## config.mk

```make
export PLATFORM = sky130hd
export DESIGN_NAME = keypad_scan_debounce_repeat
export DESIGN_NICKNAME = d
export VERILOG_FILES = /design/src/design/kpsdr_pkg.sv /design/src/design/keypad_scan_debounce_repeat.sv /design/src/design/kpsdr_cfg.sv /design/src/design/kpsdr_scan.sv /design/src/design/kpsdr_fsm.sv
export SDC_FILE = /design/constraint.sdc
export NUM_CORES = 1
export LEC_CHECK = 0
export ABC_CLOCK_PERIOD_IN_PS = 6650
export BUFFER_PORTS_ARGS = -buffer_cell sky130_fd_sc_hd__clkbuf_2
export CORE_ASPECT_RATIO = 2
export CORE_MARGIN = 2
export CORE_UTILIZATION = 30
export CTS_BUF_LIST = sky130_fd_sc_hd__clkbuf_4 sky130_fd_sc_hd__clkbuf_8 sky130_fd_sc_hd__clkbuf_16
export DETAILED_ROUTE_END_ITERATION = 10
export SLEW_MARGIN = 5
export SYNTH_ARGS = -nofsm -noshare
export SYNTH_HDL_FRONTEND = slang
export SYNTH_SLANG_ARGS = --single-unit
```

## constraint.sdc

```tcl
create_clock -name i_clk -period 6.65 [get_ports i_clk]
set_input_delay 0.665 -clock i_clk [delete_from_list [all_inputs] [get_ports i_clk]]
set_output_delay 0.665 -clock i_clk [all_outputs]
set_load 0.01 [all_outputs]
```

## src/design/kpsdr_pkg.sv

```systemverilog
// ----------------------------------------------------------------------------
// kpsdr_pkg
// Shared constants, codes and types for the keypad scan/debounce/repeat block.
// ----------------------------------------------------------------------------
package kpsdr_pkg;

    localparam int ROWS       = 4;
    localparam int COLS       = 4;
    localparam int TIMER_BITS = 16;

    localparam int MATRIX_W   = 16;
    localparam int CODE_W     = 8;
    localparam int TABLE_W    = 64;
    localparam int CFG_W      = 16;
    localparam int CFG_DATA_W = 64;
    localparam int CFG_ADDR_W = 3;
    localparam int SCAN_ROWS  = (ROWS < 4) ? ROWS : 4;
    localparam int SCAN_KEYS  = SCAN_ROWS * COLS;
    localparam int KEY_IDX_W  = $clog2(MATRIX_W);
    localparam int CMP_W      = (TIMER_BITS > CFG_W) ? TIMER_BITS : CFG_W;

    localparam logic [CFG_ADDR_W-1:0] REG_TABLE_LOW  = 3'd0;
    localparam logic [CFG_ADDR_W-1:0] REG_TABLE_HIGH = 3'd1;
    localparam logic [CFG_ADDR_W-1:0] REG_DEBOUNCE   = 3'd2;
    localparam logic [CFG_ADDR_W-1:0] REG_FIRST      = 3'd3;
    localparam logic [CFG_ADDR_W-1:0] REG_REPEAT     = 3'd4;

    localparam logic [CFG_W-1:0] DEBOUNCE_RST = 16'd20;
    localparam logic [CFG_W-1:0] FIRST_RST    = 16'd500;
    localparam logic [CFG_W-1:0] REPEAT_RST   = 16'd100;

    localparam logic KIND_TICK = 1'b0;
    localparam logic KIND_SCAN = 1'b1;

    localparam logic [2:0] PH_IDLE     = 3'd0;
    localparam logic [2:0] PH_DEBOUNCE = 3'd1;
    localparam logic [2:0] PH_PRESS    = 3'd2;
    localparam logic [2:0] PH_FIRST    = 3'd3;
    localparam logic [2:0] PH_REPEAT   = 3'd4;

    typedef logic [2*TABLE_W-1:0] t_table;

    typedef struct packed {
        logic [CFG_W-1:0] debounce_ticks;
        logic [CFG_W-1:0] first_delay_ticks;
        logic [CFG_W-1:0] repeat_ticks;
    } t_cfg;

    typedef struct packed {
        logic [CODE_W-1:0] key_code;
        logic              is_repeat;
    } t_result;

endpackage

```

## src/design/keypad_scan_debounce_repeat.sv

```systemverilog
// ----------------------------------------------------------------------------
// keypad_scan_debounce_repeat
// 4x4 keypad qualifier with debounce and auto-repeat.
// ----------------------------------------------------------------------------
// Slave stream: one beat per tick (tuser = 0) or per scan (tuser = 1, tdata =
// active-low key snapshot). Master stream: one beat per scan, tdata = key
// code (0 for none), tuser = repeat flag. Ticks produce no output beat.
// Configuration: i_cfg_we writes i_cfg_data to register i_cfg_addr;
// write only while no beats are in flight.
// Path: an accepted scan passes two stages, the input register, then the
// result register; a master stall can hold it in the input register.
// Throughput: one beat per cycle, but a scan waits while the master stalls.
// Reset (synchronous, active low): state idle, timer stopped, table zero,
// thresholds 20 / 500 / 100, both registers empty.
// Master stall: the result register holds; a tick in the input register still
// advances, a scan waits, and the slave side keeps taking beats while the
// input register is free or advancing.
// ----------------------------------------------------------------------------
module keypad_scan_debounce_repeat
    import kpsdr_pkg::*;
(
    input  logic                  i_clk,
    input  logic                  i_rst_n,
    input  logic                  i_s_axis_tvalid,
    output logic                  o_s_axis_tready,
    input  logic [MATRIX_W-1:0]   i_s_axis_tdata,   // [15:0] key_matrix
    input  logic [0:0]            i_s_axis_tuser,   // [0] kind
    output logic                  o_m_axis_tvalid,
    input  logic                  i_m_axis_tready,
    output logic [CODE_W-1:0]     o_m_axis_tdata,   // [7:0] key_code
    output logic [0:0]            o_m_axis_tuser,   // [0] is_repeat
    input  logic                  i_cfg_we,
    input  logic [CFG_ADDR_W-1:0] i_cfg_addr,
    input  logic [CFG_DATA_W-1:0] i_cfg_data
);

    logic                r_in_valid;
    logic                r_in_kind;
    logic [MATRIX_W-1:0] r_in_matrix;
    logic                r_out_valid;
    t_result             r_out;

    t_table            table_bits;
    t_cfg              cfg;
    logic [CODE_W-1:0] scan_code;
    t_result           result;
    logic              out_free;
    logic              step;

    kpsdr_cfg u_cfg (
        .i_clk      (i_clk),
        .i_rst_n    (i_rst_n),
        .i_cfg_we   (i_cfg_we),
        .i_cfg_addr (i_cfg_addr),
        .i_cfg_data (i_cfg_data),
        .o_table    (table_bits),
        .o_cfg      (cfg)
    );

    kpsdr_scan u_scan (
        .i_matrix (r_in_matrix),
        .i_table  (table_bits),
        .o_code   (scan_code)
    );

    kpsdr_fsm u_fsm (
        .i_clk    (i_clk),
        .i_rst_n  (i_rst_n),
        .i_step   (step),
        .i_kind   (r_in_kind),
        .i_code   (scan_code),
        .i_cfg    (cfg),
        .o_result (result)
    );

    assign out_free        = !r_out_valid || i_m_axis_tready;
    assign step            = r_in_valid && (r_in_kind == KIND_TICK || out_free);
    assign o_s_axis_tready = !r_in_valid || step;

    always_ff @(posedge i_clk) begin
        if (!i_rst_n) begin
            r_in_valid <= 1'b0;
        end else if (o_s_axis_tready) begin
            r_in_valid <= i_s_axis_tvalid;
        end
    end

    always_ff @(posedge i_clk) begin
        if (o_s_axis_tready && i_s_axis_tvalid) begin
            r_in_kind   <= i_s_axis_tuser[0];
            r_in_matrix <= i_s_axis_tdata;
        end
    end

    always_ff @(posedge i_clk) begin
        if (!i_rst_n) begin
            r_out_valid <= 1'b0;
        end else if (out_free) begin
            r_out_valid <= step && (r_in_kind == KIND_SCAN);
        end
    end

    always_ff @(posedge i_clk) begin
        if (out_free && step && r_in_kind == KIND_SCAN) begin
            r_out <= result;
        end
    end

    assign o_m_axis_tvalid   = r_out_valid;
    assign o_m_axis_tdata    = r_out.key_code;
    assign o_m_axis_tuser[0] = r_out.is_repeat;

endmodule

```

## src/design/kpsdr_cfg.sv

```systemverilog
// ----------------------------------------------------------------------------
// kpsdr_cfg
// Configuration register file: code table and tick thresholds.
// ----------------------------------------------------------------------------
module kpsdr_cfg
    import kpsdr_pkg::*;
(
    input  logic                  i_clk,
    input  logic                  i_rst_n,
    input  logic                  i_cfg_we,
    input  logic [CFG_ADDR_W-1:0] i_cfg_addr,
    input  logic [CFG_DATA_W-1:0] i_cfg_data,
    output t_table                o_table,
    output t_cfg                  o_cfg
);

    logic [TABLE_W-1:0] r_table_low;
    logic [TABLE_W-1:0] r_table_high;
    t_cfg               r_cfg;

    always_ff @(posedge i_clk) begin
        if (!i_rst_n) begin
            r_table_low             <= '0;
            r_table_high            <= '0;
            r_cfg.debounce_ticks    <= DEBOUNCE_RST;
            r_cfg.first_delay_ticks <= FIRST_RST;
            r_cfg.repeat_ticks      <= REPEAT_RST;
        end else if (i_cfg_we) begin
            case (i_cfg_addr)
                REG_TABLE_LOW:  r_table_low             <= i_cfg_data[TABLE_W-1:0];
                REG_TABLE_HIGH: r_table_high            <= i_cfg_data[TABLE_W-1:0];
                REG_DEBOUNCE:   r_cfg.debounce_ticks    <= i_cfg_data[CFG_W-1:0];
                REG_FIRST:      r_cfg.first_delay_ticks <= i_cfg_data[CFG_W-1:0];
                REG_REPEAT:     r_cfg.repeat_ticks      <= i_cfg_data[CFG_W-1:0];
                default: begin
                end
            endcase
        end
    end

    assign o_table = {r_table_high, r_table_low};
    assign o_cfg   = r_cfg;

endmodule

```

## src/design/kpsdr_scan.sv

```systemverilog
// ----------------------------------------------------------------------------
// kpsdr_scan
// First pressed key in row-major order, mapped through the code table.
// ----------------------------------------------------------------------------
module kpsdr_scan
    import kpsdr_pkg::*;
(
    input  logic [MATRIX_W-1:0] i_matrix,
    input  t_table              i_table,
    output logic [CODE_W-1:0]   o_code
);

    logic                 found;
    logic [KEY_IDX_W-1:0] idx;

    // walk down so the lowest pressed key wins
    always_comb begin
        found = 1'b0;
        idx   = '0;
        for (int k = SCAN_KEYS - 1; k >= 0; k--) begin
            if (!i_matrix[k]) begin
                found = 1'b1;
                idx   = KEY_IDX_W'(k);
            end
        end
    end

    assign o_code = found ? i_table[idx*CODE_W +: CODE_W] : '0;

endmodule

```

## src/design/kpsdr_fsm.sv

```systemverilog
// ----------------------------------------------------------------------------
// kpsdr_fsm
// Debounce / press / first-delay / auto-repeat state machine and tick timer.
// ----------------------------------------------------------------------------
module kpsdr_fsm
    import kpsdr_pkg::*;
(
    input  logic              i_clk,
    input  logic              i_rst_n,
    input  logic              i_step,
    input  logic              i_kind,
    input  logic [CODE_W-1:0] i_code,
    input  t_cfg              i_cfg,
    output t_result           o_result
);

    logic [2:0]            r_phase, n_phase;
    logic [CODE_W-1:0]     r_held_code, n_held_code;
    logic [TIMER_BITS-1:0] r_tick_count, n_tick_count;
    logic                  r_timer_running, n_timer_running;

    logic [CMP_W-1:0] cnt_ext;
    logic             same;
    logic [CODE_W-1:0] report;
    logic             rep;

    assign cnt_ext = CMP_W'(r_tick_count);
    assign same    = (i_code == r_held_code);

    always_comb begin
        n_phase         = r_phase;
        n_held_code     = r_held_code;
        n_tick_count    = r_tick_count;
        n_timer_running = r_timer_running;
        report          = '0;
        rep             = 1'b0;
        if (i_kind == KIND_TICK) begin
            if (r_timer_running) begin
                n_tick_count = r_tick_count + 1'b1;
            end
        end else begin
            case (r_phase)
                PH_DEBOUNCE: begin
                    if (cnt_ext >= CMP_W'(i_cfg.debounce_ticks)) begin
                        n_phase = PH_PRESS;
                    end
                end
                PH_PRESS: begin
                    if (same) begin
                        n_tick_count    = '0;
                        n_timer_running = 1'b1;
                        n_phase         = PH_FIRST;
                        report          = i_code;
                    end else begin
                        n_phase         = PH_IDLE;
                        n_held_code     = '0;
                        n_tick_count    = '0;
                        n_timer_running = 1'b0;
                    end
                end
                PH_FIRST, PH_REPEAT: begin
                    if (same) begin
                        if ((r_phase == PH_FIRST &&
                             cnt_ext >= CMP_W'(i_cfg.first_delay_ticks)) ||
                            (r_phase == PH_REPEAT &&
                             cnt_ext >= CMP_W'(i_cfg.repeat_ticks))) begin
                            n_tick_count    = '0;
                            n_timer_running = 1'b1;
                            n_phase         = PH_REPEAT;
                            report          = i_code;
                            rep             = 1'b1;
                        end
                    end else begin
                        n_phase         = PH_IDLE;
                        n_held_code     = '0;
                        n_tick_count    = '0;
                        n_timer_running = 1'b0;
                    end
                end
                default: begin
                    n_phase = PH_IDLE;
                    if (i_code != '0) begin
                        n_held_code     = i_code;
                        n_tick_count    = '0;
                        n_timer_running = 1'b1;
                        n_phase         = PH_DEBOUNCE;
                    end
                end
            endcase
        end
    end

    always_ff @(posedge i_clk) begin
        if (!i_rst_n) begin
            r_phase         <= PH_IDLE;
            r_held_code     <= '0;
            r_tick_count    <= '0;
            r_timer_running <= 1'b0;
        end else if (i_step) begin
            r_phase         <= n_phase;
            r_held_code     <= n_held_code;
            r_tick_count    <= n_tick_count;
            r_timer_running <= n_timer_running;
        end
    end

    assign o_result.key_code  = report;
    assign o_result.is_repeat = rep && (report != '0);

endmodule

```

==> flow_summary.toml, run 1 <==
[setup_path]
regToRegSetupSlack_ps = 1930
cp-endpoint = "o_m_axis_tdata[3]"
worst_r2r_path_depth = 11
crit_buf_inv = 0
critPathMaxFanout = 25
cp_slowest_stage_delay_ps = 800
library_cell_appearing_most_often_on_the_critical_path = "sky130_fd_sc_hd__o21ai_0"
worst_ep_required_ps = 6940
timing_worst_setup_path_type = "reg2reg"
setup.worst_path.start = "r_in_matrix[0]"
crit_family = "compound AO/OA/AOI/OAI gates"
cp.depth = 11
critPathLaunchType = "flip-flop"
r2r-start = "r_in_matrix[0]"
worstPathCellList = "nand3_1 -> a21oi_1 -> o31a_1 -> nor2_1 -> o21ai_0 -> o32ai_1 -> o21ai_0 -> nand4_1 -> nor4_4 -> o211ai_1 -> nor3_1"
critical_path.endpoint_type = "flip-flop"
cp_data_arrival_time_ps = 5010
r2r-end = "o_m_axis_tdata[3]"
critical-path-slowest-cell = "sky130_fd_sc_hd__o31a_1"

[die]
fp.dieArea_sq_um = 39000
width_of_the_die_um = 141
floorplan.initialDensity = 0.302
floorplan.core_area_sq_um = 37000
die_h_um = 277
fp-row-count = 100
pin_count = 100

[synthesis]
synthDistinctLibCells = 71
synth-async-reset-ratio = 0
synth_warnings = 0
yosysMostFrequentCell = "sky130_fd_sc_hd__nand2_1"
synth_enable_flop_cells = 26
seq_area_frac_synth = 0.438
syn_inst = 1385
post_synthesis_sequential_element_count = 232
synth_ff_type = "sky130_fd_sc_hd__dfxtp_1"
most_numerous_cell_types_in_the_synthesized_netlist = "374 x sky130_fd_sc_hd__nand2_1, 206 x sky130_fd_sc_hd__dfxtp_1, 199 x sky130_fd_sc_hd__a21oi_1"
synth.area.top_cells = "sky130_fd_sc_hd__dfxtp_1 37%, sky130_fd_sc_hd__nand2_1 13%, sky130_fd_sc_hd__a21oi_1 8.9%, sky130_fd_sc_hd__edfxtp_1 7.0%, sky130_fd_sc_hd__ha_1 5.5%"
yosysTopAreaCell = "sky130_fd_sc_hd__dfxtp_1"
synth_largest_type_area_fraction = 0.368
syn-mean-instance-area_sq_um = 8.09
synth.cell_area_sq_um = 11200
syn-num-nets = 1523

[drt]
antenna_violating_nets_post_route = 0
vias = 10200
detail_route.wirelength_um = 37900
drt_iter0_markers = 756
remaining_drc_errors = 0
average_wire_per_cell_in_the_routed_design_um = 19.8
dr.pass1.iters = 6
via_per_inst = 5.37

[global_route]
grt_antenna_before_repair = 2
via_count_of_the_first_global_routing_pass = 10100
grt.total_usage = 0.190
grt-ovfl-total = 0
grt_first_pass_wirelength_um = 57500
grt_start_max_net_pins = 89

[finish]
sequential_cell_area_sq_um = 4900
drive_above_1_share = 0.120
fin_nets = 1577
fillers = 3956
multi_input_gate_area_sq_um = 5740
relative_area_change_from_synthesis_to_final_layout_pct = 13.3

[timing]
slew_headroom = 0.344
layout_min_cycle_time_ps = 4720
fin_worst_skew_ps = 15.6
totalNegativeSetupSlack_ps = 0
final_max_slew_viol_count = 0
layout_worst_path_cycle_share = 0.710
setup_viol = 0
timing.final.hold_violations = 0
worstMarginPinSlew_ps = 984
grt_setup_unrepaired = "false"
max_freq_ghz = 0.212

[clock_tree]
post_cts.resized_instances = 0
clk_pin_slew_ps = 60
cts-buffers-inserted = 21
clock_tree.buffer_depth = 3
cts_sinks = 232
clock_insertion_delay_worst_skew_ps = 520
h_tree_lvls = 1
cts_hold_buffers = 0
post_cts_buffers = 0
tritoncts = "yes"
clock-root-buffer = "sky130_fd_sc_hd__clkbuf_16"

[min_path]
timing.hold.worst.class = "in2reg"

[power_and_ir_drop]
leakage_power_total_nw = 4.60
comb_power_share = 0.089
share_clk_of_total_power = 0.406
p_per_area_nw_per_um2 = 229
vdd.ir_drop.worst_uv = 167
switch_share = 0.251
power_frac_seq = 0.505
fin_total_pwr_w = 0.00291
intPower_w = 0.00218
switchingPower_w = 0.000730

[place]
half_perimeter_wire_length_after_placement_um = 28000
finalWeightedCongestion = 0.986
portBuffers = 99

[status]
outcome = "finished clean"

[job]
max_cap_violations = 0
## worst reg2reg max path, cell delays in order (launching register included)
cell and delay, ps:
sky130_fd_sc_hd__edfxtp_1 460, sky130_fd_sc_hd__nand3_1 100, sky130_fd_sc_hd__a21oi_1 290, sky130_fd_sc_hd__o31a_1 800, sky130_fd_sc_hd__nor2_1 310, sky130_fd_sc_hd__o21ai_0 500, sky130_fd_sc_hd__o32ai_1 280, sky130_fd_sc_hd__o21ai_0 240
sky130_fd_sc_hd__nand4_1 160, sky130_fd_sc_hd__nor4_4 520, sky130_fd_sc_hd__o211ai_1 420, sky130_fd_sc_hd__nor3_1 410
## worst min path at each step
stage	cells after the start	start	to
2_1_floorplan	2	u_cfg.r_table_low[0]	u_cfg.r_table_low[0]
3_3_place_gp	2	u_cfg.r_table_high[40]	u_cfg.r_table_high[40]
3_5_place_dp	2	u_cfg.r_table_high[29]	u_cfg.r_table_high[29]
4_1_cts	1	i_s_axis_tdata[8]	r_in_matrix[8]
5_1_grt	1	i_s_axis_tdata[0]	r_in_matrix[0]
6_report	1	i_s_axis_tdata[8]	r_in_matrix[8]
## power groups by stage
| stage | registers (W) | clock network (W) | logic [W] |
|---|---|---|---|
| final | 0.00147 | 0.00118 | 0.000260 |
| after global routing | 0.00147 | 0.00125 | 0.000283 |
| after CTS | 0.00147 | 0.00121 | 0.000258 |
| after detailed placement | 0.00150 | 0 | 0.000257 |
| after global placement | 0.00150 | 0 | 0.000254 |
| after floorplan | 0.00149 | 0 | 0.000161 |
## per-layer routing
layer	up-vias	track usage	wire (um)	share of wire
met3	130	0.0211	1310	0.035
li1	4927	-	-	-
met5	-	0	0	0
met2	295	0.350	19900	0.53
met1	4897	0.182	12900	0.34
met4	0	0.170	3720	0.098
## flip-flops by register name, indices dropped and copies added, names as in the netlist
signal,count
u_fsm.r_phase,3
u_cfg.o_cfg,48
u_cfg.r_table_low,64
u_fsm.r_held_code,8
r_in_matrix,16
u_fsm.cnt_ext,16
u_cfg.r_table_high,64
o_m_axis_tvalid,1
r_in_kind,1
o_m_axis_tuser,1
u_fsm.r_timer_running,1
r_in_valid,1
o_m_axis_tdata,8
## layout by cell type (no fill, tap or decap), types with 8 or more instances in the layout
master                      instances
sky130_fd_sc_hd__nand2_1          373
sky130_fd_sc_hd__dfxtp_1          206
sky130_fd_sc_hd__a21oi_1          199
sky130_fd_sc_hd__clkbuf_2          99
sky130_fd_sc_hd__inv_1             57
sky130_fd_sc_hd__o21ai_0           52
sky130_fd_sc_hd__ha_1              49
sky130_fd_sc_hd__nand3_1           39
sky130_fd_sc_hd__nor2_1            39
sky130_fd_sc_hd__mux2i_1           32
sky130_fd_sc_hd__edfxtp_1          26
sky130_fd_sc_hd__clkbuf_16         21
sky130_fd_sc_hd__o211ai_1          19
sky130_fd_sc_hd__nand4_1           18
sky130_fd_sc_hd__nor3_1            15
sky130_fd_sc_hd__nand2b_1          14
sky130_fd_sc_hd__nor2b_1           14
sky130_fd_sc_hd__and3_1            12
sky130_fd_sc_hd__buf_4             12
sky130_fd_sc_hd__o21a_1             9
sky130_fd_sc_hd__a21o_1             9
sky130_fd_sc_hd__a211oi_1           8
sky130_fd_sc_hd__a32o_1             8
## kinds of logic (layout without fill, tap and decap cells)
family / count (synthesis) / after routing / synth area share
flip-flops: 232 / 232 / 0.438
other: 0 / 2 / 0
AO/OA/AOI/OAI: 367 / 367 / 0.199
XOR/XNOR: 2 / 2 / 0.00156
multiplexers: 35 / 35 / 0.0346
buffers and inverters: 139 / 203 / 0.0515
AND/OR/NAND/NOR: 561 / 561 / 0.220
adder cells (fa/ha/maj): 49 / 49 / 0.0547
## through the flow
stage	cell area [sq um]	utilization	hold WS, ps	setup slack, ps	instances
detailed placement	12000	0.325	444	2070	1875
finish	12700	0.343	327	1930	1910
floorplan	11200	-	432	3240	1385
global route	12700	0.343	321	1640	1910
global placement	12000	0.325	438	2090	1875
CTS	12700	0.342	314	2050	1908
## final cells by class
cell class | count | share of cell area
multi-input cells | 1014 | 0.453
flip-flops and latches | 232 | 0.386
repair buffers | 112 | 0.0477
clock buffers | 27 | 0.0455
well taps | 459 | 0.0453
inverters | 58 | 0.0174
clock inverters | 6 | 0.00473
diodes | 2 | 0.000394
(Power assumes the default switching activity.)
==> inputs of run 2 (changes only) <==
Settings changed: ABC_CLOCK_PERIOD_IN_PS 6650 to 4420.
Clock period 6.65 ns to 4.42 ns, I/O delays scaled along.
==> run 2 against run 1 <==
  * Global-route usage up 0.24 points
  * Sequential share of layout area fell by 0.44 points
  * Via count shrank 0.12%
  * Combinational power increased by 53%
  * Sequential power is 51% higher
  * Critical endpoint is now u_fsm.cnt_ext[5]
  * Highest routed layer unchanged
==> flow_summary.toml, run 2 (same netlist as run 1, synthesis figures left out) <==
[status]
outcome = "finished clean"

[timing]
timing.final.hold_violations = 0
final_max_slew_viol_count = 0
setup_viol = 0
totalNegativeSetupSlack_ps = 0
layout_worst_path_cycle_share = 0.937
fin_worst_skew_ps = 9.74
grt_setup_unrepaired = "false"
slew_headroom = 0.376
layout_min_cycle_time_ps = 4140
max_freq_ghz = 0.241
finalWorstSetupSlack_ps = 278
worstMarginPinSlew_ps = 936

[power_and_ir_drop]
intPower_w = 0.00339
p_per_area_nw_per_um2 = 352
comb_power_share = 0.088
vdd.ir_drop.worst_uv = 288
switch_share = 0.251
share_clk_of_total_power = 0.422
switchingPower_w = 0.00113
leakage_power_total_nw = 4.68
power_frac_seq = 0.490

[drt]
dr.pass1.iters = 6
drt_iter0_markers = 879
average_wire_per_cell_in_the_routed_design_um = 19.7
via_per_inst = 5.33
detail_route.wirelength_um = 37900
antenna_violating_nets_post_route = 0
vias = 10200
remaining_drc_errors = 0

[finish]
relative_area_change_from_synthesis_to_final_layout_pct = 14.6
fin_nets = 1586
final_cell_mix = "373 x sky130_fd_sc_hd__nand2_1, 206 x sky130_fd_sc_hd__dfxtp_1, 199 x sky130_fd_sc_hd__a21oi_1"
drive_above_1_share = 0.127
most_frequent_standard_cell_in_the_layout_excluding_fill_and_tap_cells = "sky130_fd_sc_hd__nand2_1"

[setup_path]
worst_ep_required_ps = 4790
worstPathCellList = "nand4_1 -> o21ai_0 -> o21ai_0 -> o221ai_1 -> a31oi_1 -> or3_1 -> nand4_1 -> nor4_4 -> a31o_4 -> o21ai_2 -> a31oi_1"
critical-path-slowest-cell = "sky130_fd_sc_hd__o21ai_0"
cp_data_arrival_time_ps = 4520
timing_worst_setup_path_type = "reg2reg"
cp_slowest_stage_delay_ps = 720
critical_path.endpoint_type = "flip-flop"
critPathLaunchType = "flip-flop"
critPathMaxFanout = 16

[die]
pin_count = 100
width_of_the_die_um = 141
fp.dieArea_sq_um = 39000
floorplan.initialDensity = 0.302
fp-row-count = 100
floorplan.core_area_sq_um = 37000
die_h_um = 277

[global_route]
grt.total_usage = 0.193
grt_first_pass_wirelength_um = 58400
grt_antenna_before_repair = 1
grt_start_max_net_pins = 102
grt-ovfl-total = 0
via_count_of_the_first_global_routing_pass = 10200

[min_path]
timing.hold.worst.class = "in2reg"

[place]
place_ws_ps = 236
finalWeightedCongestion = 0.946
half_perimeter_wire_length_after_placement_um = 28100
portBuffers = 99

[clock_tree]
cts_sinks = 232
clk_pin_slew_ps = 70
clock_insertion_delay_worst_skew_ps = 530
clock_tree.buffer_depth = 3
cts_hold_buffers = 0
tritoncts = "yes"
cts-buffers-inserted = 21
h_tree_lvls = 1
clock-root-buffer = "sky130_fd_sc_hd__clkbuf_16"

[job]
max_cap_violations = 0
==> run 2: cell type report <==
| class | count | area [sq um] |
|---|---|---|
| fill | 3913 | 24200 |
| multi-input combinational | 1014 | 5750 |
| sequential | 232 | 4900 |
| timing repair buffer | 121 | 686 |
| clock buffer | 27 | 596 |
| tap | 459 | 574 |
| inverter | 58 | 220 |
| clock inverter | 9 | 108 |
| antenna | 1 | 2.50 |
==> run 2: worst paths after layout <==
check,from,endpoint,slack [ps],depth (start not counted)
max,r_in_matrix[5],u_fsm.cnt_ext[5],280,11
min,i_s_axis_tdata[7],r_in_matrix[7],100,1
max reg2reg,r_in_matrix[5],u_fsm.cnt_ext[5],280,11
min reg2reg,u_cfg.r_table_high[29],u_cfg.r_table_high[29],450,2
==> run 2: power groups by stage <==
stage               logic, W  registers (W)  clock network [W]
floorplan           0.000242        0.00225                  0
global route        0.000435        0.00222            0.00203
detailed placement  0.000392        0.00226                  0
CTS                 0.000394        0.00221            0.00195
finish              0.000398        0.00222            0.00191
global placement    0.000389        0.00226                  0
==> run 2: metrics by stage <==
step           power, W  hold slack, ps  cells  utilization  area [sq um]
5_1_grt         0.00468            84.4   1921        0.347         12800
3_5_place_dp    0.00266             443   1882        0.327         12100
6_report        0.00452            97.7   1921        0.347         12800
3_3_place_gp    0.00265             441   1882        0.327         12100
2_1_floorplan   0.00249             432   1385            -         11200
4_1_cts         0.00456            79.0   1918        0.346         12800
==> run 2: metal layers <==
metal / wire [um] / track usage / vias to the layer above
met5: 0 / 0 / -
met4: 3570 / 0.155 / 0
met3: 1200 / 0.0167 / 133
met2: 20300 / 0.365 / 297
met1: 12800 / 0.186 / 4867
li1: - / - / 4940
==> run 2: repair_timing <==
item | in CTS | in global routing
resized for setup | 0 | 1
setup endpoints to repair | 0 | 31
buffers inserted | 0 | 2
hold endpoints to repair | 0 | 0
==> run 2: worst max-delay path, delay by kind of cell, from the launching register on <==
family	cells	cell delay (ps)
and+or+nand+nor	4	830
DFF	1	400
AOI/OAI and AO/OA	7	2750
